File: config.mk
export PLATFORM = sky130hd
export DESIGN_NAME = smiru_cell
export DESIGN_NICKNAME = d
export VERILOG_FILES = /design/src/hdl/smiru_pkg.sv /design/src/hdl/smiru_cell.sv
export SDC_FILE = /design/constraint.sdc
export NUM_CORES = 1
export LEC_CHECK = 0
export BUFFER_PORTS_ARGS = -buffer_cell sky130_fd_sc_hd__buf_2
export CAP_MARGIN = 15
export CORE_ASPECT_RATIO = 0.9
export CORE_MARGIN = 2
export CORE_UTILIZATION = 25
export DETAILED_ROUTE_END_ITERATION = 7
export SLEW_MARGIN = 20
export SYNTH_ARGS = -nofsm -noshare
export SYNTH_HDL_FRONTEND = slang
export SYNTH_SLANG_ARGS = --single-unit
File: constraint.sdc
create_clock -name clk_i -period 10.65 [get_ports clk_i]
set_input_delay 2.13 -clock clk_i [delete_from_list [all_inputs] [get_ports clk_i]]
set_output_delay 2.13 -clock clk_i [all_outputs]
set_load 0.02 [all_outputs]
File: src/hdl/smiru_pkg.sv
// shared types and constants for the sorted multiset insert/remove unit
// no dependencies; used by the interfaces, the cell and the top level
`timescale 1ns / 1ps

package smiru_pkg;

  localparam int unsigned DefaultDepth = 64;
  localparam int unsigned ValueW       = 32;
  localparam int unsigned CmdW         = 2;
  localparam int unsigned KindW        = 2;

  typedef enum logic [CmdW-1:0] {
    CMD_INSERT = 2'd0,
    CMD_REMOVE = 2'd1,
    CMD_FINISH = 2'd2
  } cmd_e;

  typedef enum logic [KindW-1:0] {
    KIND_VALUE    = 2'd0,
    KIND_EMPTY    = 2'd1,
    KIND_ABSENT   = 2'd2,
    KIND_OVERFLOW = 2'd3
  } kind_e;

  typedef enum logic [1:0] {
    OP_HOLD   = 2'd0,
    OP_INSERT = 2'd1,
    OP_REMOVE = 2'd2,
    OP_SHIFT  = 2'd3
  } op_e;

  typedef struct packed {
    op_e                      op;
    logic signed [ValueW-1:0] operand;
  } cell_ctrl_t;

endpackage

File: src/hdl/smiru_cell.sv
// one storage cell of the sorted chain: holds a value, compares it to the operand
// depends on smiru_pkg
`timescale 1ns / 1ps

module smiru_cell (
  input  logic                                clk_i,
  input  smiru_pkg::cell_ctrl_t               ctrl_i,
  input  logic                                occupied_i,
  input  logic signed [smiru_pkg::ValueW-1:0] left_value_i,
  input  logic                                left_gt_i,
  input  logic signed [smiru_pkg::ValueW-1:0] right_value_i,
  output logic signed [smiru_pkg::ValueW-1:0] value_o,
  output logic                                gt_o,
  output logic                                eq_o
);

  logic signed [smiru_pkg::ValueW-1:0] value_q, value_d;
  logic                                ge;

  // empty cells count as greater than anything
  assign gt_o    = !(occupied_i && (value_q <= ctrl_i.operand));
  assign ge      = occupied_i && (value_q >= ctrl_i.operand);
  assign eq_o    = occupied_i && (value_q == ctrl_i.operand);
  assign value_o = value_q;

  always_comb begin
    value_d = value_q;
    unique case (ctrl_i.op)
      smiru_pkg::OP_HOLD:   value_d = value_q;
      // first greater cell takes the operand, the ones after it shift right
      smiru_pkg::OP_INSERT: begin
        if (gt_o) value_d = left_gt_i ? left_value_i : ctrl_i.operand;
      end
      // from the first copy onward everything moves one place left
      smiru_pkg::OP_REMOVE: begin
        if (ge) value_d = right_value_i;
      end
      smiru_pkg::OP_SHIFT:  value_d = right_value_i;
      default:              value_d = value_q;
    endcase
  end

  always_ff @(posedge clk_i) begin
    value_q <= value_d;
  end

endmodule

==> results of run 1 <==
## cell families (layout without fill, tap and decap cells)
kind of cell               after synthesis  after routing  share of synthesized area [%]
buffers and inverters                   45            177                          6.998
adders and majority gates               32             32                          16.23
AOI/OAI and AO/OA                       61             61                          13.49
muxes                                   33             33                          13.39
and+or+nand+nor                         56             56                          10.95
DFF                                     32             32                          38.95
## synthesized netlist by cell type, drive strengths merged, types with 2 or more instances
master   n
mux2i   33
nand2   37
nor2     3
inv     34
clkbuf   8
nand4    4
a21oi   14
edfxtp  32
a21o     2
nor2b    2
nand3    3
buf      3
ha      32
and4     4
o21ai   37
## where the power goes
group | switching [mW] | internal (mW)
Clock | 0.0474 | 0.0682
Combinational | 0.0784 | 0.0567
Sequential | 0.00888 | 0.161
## final cells by class
cell class | instances | area, µm² | share of cell area, %
clock inverter | 3 | 37.54 | 1.105
tap | 126 | 157.7 | 4.643
sequential | 32 | 960.9 | 28.30
timing repair buffer | 135 | 698.2 | 20.56
multi-input combinational | 182 | 1345 | 39.61
inverter | 34 | 127.6 | 3.758
clock buffer | 5 | 68.82 | 2.027
## stage by stage
stage          std cells  hold slack [ns]  setup WS [ns]  power, mW  area, µm²
6_report             517            1.344          4.227     0.4203       3396
5_1_grt              517            1.392          4.229     0.4484       3396
4_1_cts              516            1.528          4.321     0.4255       3368
3_5_place_dp         508            1.493          4.349     0.3067       3262
3_3_place_gp         508            1.488          4.276     0.3037       3262
2_1_floorplan        259            1.786          4.877     0.2506       2467
## worst max-delay path, delay by kind of cell
family          cells  cell delay (ns)
mux                 1             0.38
compound gates      4             1.14
simple gates        1             0.06
buf+inv             3             0.30
fa+ha+maj           1             0.29
## layer usage
metal / up-vias / wire length [µm] / part of all wire [%]
met4: 0 / 46 / 0.70
met3: 2 / 322 / 4.9
li1: 1186 / - / -
met1: 970 / 3181 / 48
met2: 69 / 3064 / 46
met5: - / 0 / 0
## path summary, 6_finish.rpt
path,start,endpoint,slack (ns)
max reg2reg,value_o[13],value_o[3],7.65
min reg2reg,value_o[31],value_o[29],1.34
max,ctrl_i[13],gt_o,4.23
min,value_o[31],value_o[29],1.34
==> impl_metrics.tcl, run 1 <==
set metrics [dict create \
    first_iter_violations 45 \
    track_usage_pct 12.08 \
    wirelength_mm 6.614 \
    die_height_um 98.25 \
    layout.cells.most_common "buf_2" \
    cts_hold_buf 0 \
    synth_top_area_share_pct 38.95 \
    synth.net_count 392 \
    synth_edf_count 32 \
    yosys.area.top_type "edfxtp_1" \
    min_path_cells 3 \
    nFillCells 1018 \
    hpwl_mm 5.307 \
    wl_per_cell_um 12.79 \
    top_usage_layer "met2" \
    synth_cells 259 \
    synth_seq_cells 32 \
    clock.fmax_mhz 155.7 \
    synthToLayoutAreaGrowth_pct 37.63 \
    setup_tns_ns 0 \
    clock_skew_ns 0.002775 \
    clkTransAtPathRegs_ns 0.07 \
    post_drt_via_cell_ratio 4.308 \
    grt_pass1_wl_mm 10.03 \
    antenna_left 0 \
    rsz0062_at_grt "false" \
    fp.dieW_um 108.7 \
    cts_buffers 5 \
    worst_setup_path_end_kind "output port" \
    row_count 34 \
    htree_levels 2 \
    slowest_delay_ns 0.60 \
    hold_viol 0 \
    cts_resized 0 \
    grt_pass1_vias 2111 \
    vdd_drop_max_mv 0.04555 \
    slew_headroom_pct 32.77 \
    syn-cell-area_um2 2467 \
    grt_max_degree 67 \
    numPortBuffers 134 \
    ys_types 29 \
    ys_top_cells_by_area "edfxtp_1, ha_1, mux2i_1" \
    drt-pass1-iter-count 4 \
    vias 2227 \
    antenna_found_initial 0 \
    post_cts_buffers 0 \
    grt_overflow 0 \
    layout_common_cells "buf_2, nand2_1, o21ai_0, inv_1, mux2i_1" \
    clk_latency_ns 0.28 \
    synth_area_per_cell_um2 9.527 \
    layout-drive-gt1-share_pct 37.08 \
    p_leak_nw 1.745 \
    finalSetupViolCount 0 \
    start_kind "input pin" \
    critPathRequiredTime_ns 8.52 \
    cap_violations 0 \
    synthArstFlopShare_pct 0 \
    final.period_utilization_pct 60.31 \
    cts.sinks 32 \
    worstPathMaxFanout 2 \
    dieArea_um2 10680 \
    cts_root_buffer "clkbuf_8" \
    cellPowerDensity_nw_per_um2 123.8 \
    r2r_cells 8 \
    crit_slowest_cell "a2111oi_0" \
    status "complete, no violations" \
    antenna_cells 0 \
    cp.arrival_ns 4.29 \
    grt_use_met3_pct 2.069 \
    slew_viol_final 0 \
    nets 523 \
    post-route-min-period_ns 6.423 \
    cts_buffer_depth 2 \
    cts_tree "built" \
    num_io_pins 135 \
    grt_util_met2_pct 20.24 \
    hold_path.class "register to register" \
    drcViolationCount 0 \
    ys.flop_type "edfxtp_1" \
    yosysWarnings 0 \
    final_core_util_pct 35.16 \
    grtUsageMet1_pct 16.12 \
    ys_seq_area_share_pct 38.95 \
    gp_congestion 0.6889 \
    initial_utilization_pct 25.55 \
    largest_reg_flops 32 \
    cp_cell_sequence "buf_2 > inv_1 > ha_1 > a21oi_1 > nor2_1 > a2111oi_0 > a41oi_1 > mux2i_1 > a21oi_1 > buf_2" \
    design.core.area_um2 9657 \
    tightest_slew_ns 1.009 \
    path_class "input pin to output port" \
]
Note: power is estimated with default switching activity, not from simulation.
==> run 2: changes to the inputs <==
ABC_AREA = 1   (was unset)
clock period = 5.43 ns   (was 10.65 ns; I/O delays follow)
==> run 2 against run 1 <==
Synthesized cell count increased by 17%; sequential cell count unchanged; register-to-register slack got worse by 5.1 ns; clock power increased by 130%; worst hold slack got worse by 0.26 ns; cell count increased by 8.5%; first-iteration DRC count increased by 71%; non-clock buffer count decreased by 1; critical path depth increased by 3; area after synthesis increased by 4.1%; count of clock-buffer cells in the layout unchanged; largest power group unchanged.
==> impl_metrics.tcl, run 2 <==
set metrics [dict create \
    cap_violations 0 \
    synth_area_per_cell_um2 8.450 \
    setup_tns_ns 0 \
    yosys.area.top_type "edfxtp_1" \
    hpwl_mm 5.317 \
    tightest_slew_ns 1.047 \
    syn-cell-area_um2 2569 \
    wirelength_mm 6.715 \
    initial_utilization_pct 25.39 \
    grt_pass1_vias 2359 \
    vdd_drop_max_mv 0.1081 \
    antenna_cells 0 \
    gp_congestion 0.7590 \
    grt_overflow 0 \
    path_class "input pin to output port" \
    clock.fmax_mhz 268.5 \
    antenna_found_initial 0 \
    layout.cells.most_common "buf_2" \
    synthTopCellsByCount "nand2_1, inv_1, edfxtp_1, ha_1, o21a_1" \
    cellPowerDensity_nw_per_um2 245.1 \
    clk_latency_ns 0.27 \
    num_io_pins 135 \
    p_leak_nw 1.744 \
    finalSetupViolCount 0 \
    cts_hold_buf 0 \
    slew_viol_final 0 \
    synthToLayoutAreaGrowth_pct 35.80 \
    post_drt_via_cell_ratio 4.437 \
    start_kind "input pin" \
    cts.sinks 32 \
    cts_buffer_depth 2 \
    dieArea_um2 11100 \
    drt-pass1-iter-count 4 \
    synthArstFlopShare_pct 0 \
    hold_viol 0 \
    status "complete, no violations" \
    fp.dieW_um 110.9 \
    synth_top_area_share_pct 37.41 \
    synth_seq_cells 32 \
    clock_skew_ns 0.007102 \
    final.period_utilization_pct 68.58 \
    ys.flop_type "edfxtp_1" \
    post-route-min-period_ns 3.724 \
    drcViolationCount 0 \
    vias 2489 \
    final_cells 561 \
    cts_resized 0 \
    wl_per_cell_um 11.97 \
    design.core.area_um2 10120 \
    die_height_um 100.2 \
    clkTransAtPathRegs_ns 0.05 \
    numPortBuffers 134 \
    cts_buffers 5 \
    ys_top_cells_by_area "edfxtp_1, ha_1, nand2_1" \
    worst_setup_path_end_kind "output port" \
    cp.arrival_ns 2.64 \
    grt_pass1_wl_mm 10.94 \
    htree_levels 2 \
    synth_most_common_cell "nand2_1" \
    hold_path.class "input pin to register" \
    final_core_util_pct 34.48 \
    cts_tree "built" \
    track_usage_pct 12.12 \
    rsz0062_at_grt "false" \
    layout_common_cells "buf_2, nand2_1, inv_1, ha_1, edfxtp_1" \
    ys_types 21 \
    slew_headroom_pct 30.19 \
    layout-drive-gt1-share_pct 34.49 \
    nets 565 \
    critPathRequiredTime_ns 4.34 \
    antenna_left 0 \
    largest_reg_flops 32 \
    nFillCells 1053 \
    cts_root_buffer "clkbuf_16" \
    worstPathMaxFanout 2 \
    row_count 35 \
    ys_seq_area_share_pct 37.41 \
    dpl.cell_count 554 \
    synth_cells 304 \
    first_iter_violations 77 \
    synth_edf_count 32 \
    synth.net_count 437 \
    post_cts_buffers 0 \
    yosysWarnings 0 \
    grt_max_degree 64 \
]
run 2: worst paths after layout:
path                    startpoint          end  slack, ns  cells past startpoint
setup / recovery        ctrl_i[19]         gt_o       1.71                     13
hold / removal    right_value_i[8]   value_o[8]       1.08                      2
hold reg to reg        value_o[31]  value_o[31]       1.34                      6
setup reg to reg       value_o[31]  value_o[18]       2.58                     11
run 2: cell type report:
class	count	area, µm²	share of cell area (%)
clock buffers	5	125.1	3.587
clock inverters	2	7.507	0.2152
inverters	46	172.7	4.950
multi-input cells	213	1390	39.85
flip-flops and latches	32	960.9	27.55
well taps	129	161.4	4.627
repair buffers	134	670.6	19.23
run 2: cells by family after synthesis:
| logic type | count (synthesis) | share of synthesized area, % |
|---|---|---|
| and+or+nand+nor | 98 | 15.98 |
| AOI/OAI and AO/OA | 83 | 22.36 |
| adders and majority gates | 32 | 15.59 |
| DFF | 32 | 37.41 |
| buffers and inverters | 59 | 8.670 |
run 2: through the flow:
step | area, µm² | hold WS (ns) | power [mW] | worst slack, ns
4_1_cts | 3488 | 1.078 | 0.8699 | 1.695
3_3_place_gp | 3356 | 1.312 | 0.5963 | 1.724
2_1_floorplan | 2569 | 1.272 | 0.4998 | 1.981
5_1_grt | 3488 | 1.082 | 0.9132 | 1.457
3_5_place_dp | 3356 | 1.359 | 0.6014 | 1.666
6_report | 3488 | 1.083 | 0.8551 | 1.706
run 2: power by group:
group	internal, mW	leakage [nW]	switching [mW]
combinational	0.108	1.37	0.158
sequential	0.311	0.314	0.0149
clock	0.164	0.0648	0.0992
total	0.583	1.74	0.272
run 2: metal layers:
layer	GRT usage [%]	up-vias	routed length, µm
li1	-	1302	-
met1	15.32	1098	3048
met2	20.48	85	3076
met3	3.865	4	551
met4	2.596	0	38
met5	0	-	0
run 2: critical path: stages:
cell,delay [ns]
buf_2,0.08
inv_1,0.05
ha_1,0.31
a21oi_1,0.17
nand2_1,0.08
nand2_1,0.06
nand2_1,0.07
a21oi_1,0.23
nand2_1,0.09
nand2_1,0.08
nand3_1,0.09
nand2_1,0.08
buf_2,0.16
==> run 3: changes to the inputs <==
clock period = 3.46 ns   (was 5.43 ns; I/O delays follow)
==> run 3 against run 2 <==
First-iteration DRC count decreased by 16%; count of clock-buffer cells in the layout stayed put; via count is 2.2% lower; register-to-register slack got worse by 1.5 ns; total power increased by 57%; setup slack got worse by 1.2 ns; largest cell class unchanged.
==> impl_metrics.tcl, run 3 (synthesis gave the netlist of run 2 again) <==
set metrics [dict create \
    crit-reg2reg-launch "value_o[31]" \
    cts_tree "built" \
    die_height_um 100.2 \
    p_leak_nw 1.758 \
    wl_per_cell_um 11.76 \
    top_usage_layer "met2" \
    slew_headroom_pct 32.56 \
    cap_violations 0 \
    design.core.area_um2 10120 \
    drt-pass1-iter-count 4 \
    htree_levels 2 \
    r2r_cells 12 \
    layout.cells.most_common "buf_2" \
    post_drt_via_cell_ratio 4.314 \
    cts_root_buffer "clkbuf_16" \
    grt_max_degree 64 \
    clk_latency_ns 0.27 \
    antenna_found_initial 0 \
    antenna_cells 0 \
    grt_use_met3_pct 3.382 \
    layout_common_cells "buf_2, nand2_1, inv_1, ha_1, edfxtp_1" \
    initial_utilization_pct 25.39 \
    wirelength_mm 6.630 \
    row_count 35 \
    grt_pass1_vias 2349 \
    rsz0062_at_grt "false" \
    worst_slack_ns 0.5434 \
    slowest_delay_ns 0.35 \
    antenna_left 0 \
    crit_slowest_cell "ha_1" \
    drcViolationCount 0 \
    grtUsageMet1_pct 15.04 \
    worstPathMaxFanout 4 \
    fp.dieW_um 110.9 \
    critPathRequiredTime_ns 2.77 \
    post-route-min-period_ns 2.917 \
    track_usage_pct 11.91 \
    cts.sinks 32 \
    holdPathEnd "value_o[4]" \
    vias 2433 \
    clkTransAtPathRegs_ns 0.06 \
    setup_tns_ns 0 \
    num_io_pins 135 \
    largest_reg_flops 32 \
    dieArea_um2 11100 \
    clock_skew_ns 0.006603 \
    post_cts_buffers 0 \
    cts_hold_buf 0 \
    grt_util_met2_pct 20.48 \
    worst_path_most_repeated_cell "nand2_1" \
    hold_path.class "input pin to register" \
    grt_pass1_wl_mm 10.78 \
    layout-drive-gt1-share_pct 34.94 \
    vdd_drop_max_mv 0.1421 \
    finalSetupViolCount 0 \
    worst_setup_path_end_kind "output port" \
    first_iter_violations 65 \
    synthToLayoutAreaGrowth_pct 36.68 \
    dp_slack_ns 0.5221 \
    cp_cell_sequence "buf_2 > inv_1 > ha_1 > a21oi_1 > o21a_2 > nand2_1 > a21oi_1 > nand2_1 > nand2_1 > nand3_1 > nand2_1 > buf_2" \
    r2r_slack_ns 1.04 \
    final.period_utilization_pct 84.29 \
    path_class "input pin to output port" \
    path_buf_inv 3 \
    cts_buffers 5 \
    nets 568 \
    grt_overflow 0 \
    gp_congestion 0.7552 \
    cts_buffer_depth 2 \
    holdCritStartpoint "right_value_i[4]" \
    numPortBuffers 134 \
    start_kind "input pin" \
    path_delay_family "compound AO/OA/AOI/OAI gates" \
    hold_viol 0 \
    r2r_end "value_o[13]" \
    cts_resized 0 \
    totalPowerFinal_mw 1.343 \
    cp.arrival_ns 2.22 \
    hpwl_mm 5.380 \
    slew_viol_final 0 \
    status "complete, no violations" \
    clock.fmax_mhz 342.9 \
    tightest_slew_ns 1.012 \
    cellPowerDensity_nw_per_um2 382.6 \
    min_path_cells 2 \
]
==> run 3: changes by cell type in the layout (fill, tap and decap cells not counted), sizes merged <==
cell	change
buf	+3
==> run 3: worst max path at each step <==
stage / startpoint / endpoint / slack [ns] / depth (start not counted)
after floorplan: ctrl_i[31] / value_o[0] / 0.41 / 12
after global placement: ctrl_i[17] / gt_o / 0.54 / 15
after detailed placement: ctrl_i[31] / gt_o / 0.52 / 12
after CTS: ctrl_i[17] / gt_o / 0.51 / 15
after global routing: ctrl_i[31] / gt_o / 0.37 / 12
final: ctrl_i[31] / gt_o / 0.54 / 12
==> run 3: layout make-up <==
type | instances | area [µm²]
sequential | 32 | 960.9
inverter | 46 | 172.7
clock buffer | 5 | 125.1
timing repair buffer | 137 | 693.2
clock inverter | 2 | 7.507
tap | 129 | 161.4
fill | 1048 | 6605
multi-input combinational | 213 | 1390
==> run 3: worst register-to-register path: stages, from the launching register on <==
cell,delay [ns]
edfxtp_1,0.41
ha_1,0.37
a21oi_1,0.16
o21a_2,0.14
nand2_1,0.04
a21oi_1,0.19
nand2_1,0.08
nand2_1,0.08
nand3_1,0.10
nand3_1,0.08
nand2_1,0.08
nor2_4,0.09
buf_4,0.27
==> run 3: report_power, final <==
group / internal, mW / switching, mW
Combinational: 0.174 / 0.247
Clock: 0.257 / 0.154
Sequential: 0.488 / 0.0230
==> run 3: through the flow <==
| step | utilization [%] | hold WS, ns | cells | instance area [µm²] |
|---|---|---|---|---|
| CTS | 34.71 | 0.6870 | 564 | 3511 |
| finish | 34.71 | 0.6917 | 564 | 3511 |
| global route | 34.71 | 0.6859 | 564 | 3511 |
| floorplan | - | 0.8781 | 304 | 2569 |
| global placement | 33.40 | 0.9673 | 557 | 3378 |
| detailed placement | 33.40 | 0.9676 | 557 | 3378 |
==> run 3: layer usage <==
metal | part of all wire, % | up-vias
met5 | 0 | -
met4 | 0 | 0
met3 | 7.3 | 0
met2 | 46 | 87
met1 | 47 | 1035
li1 | - | 1311
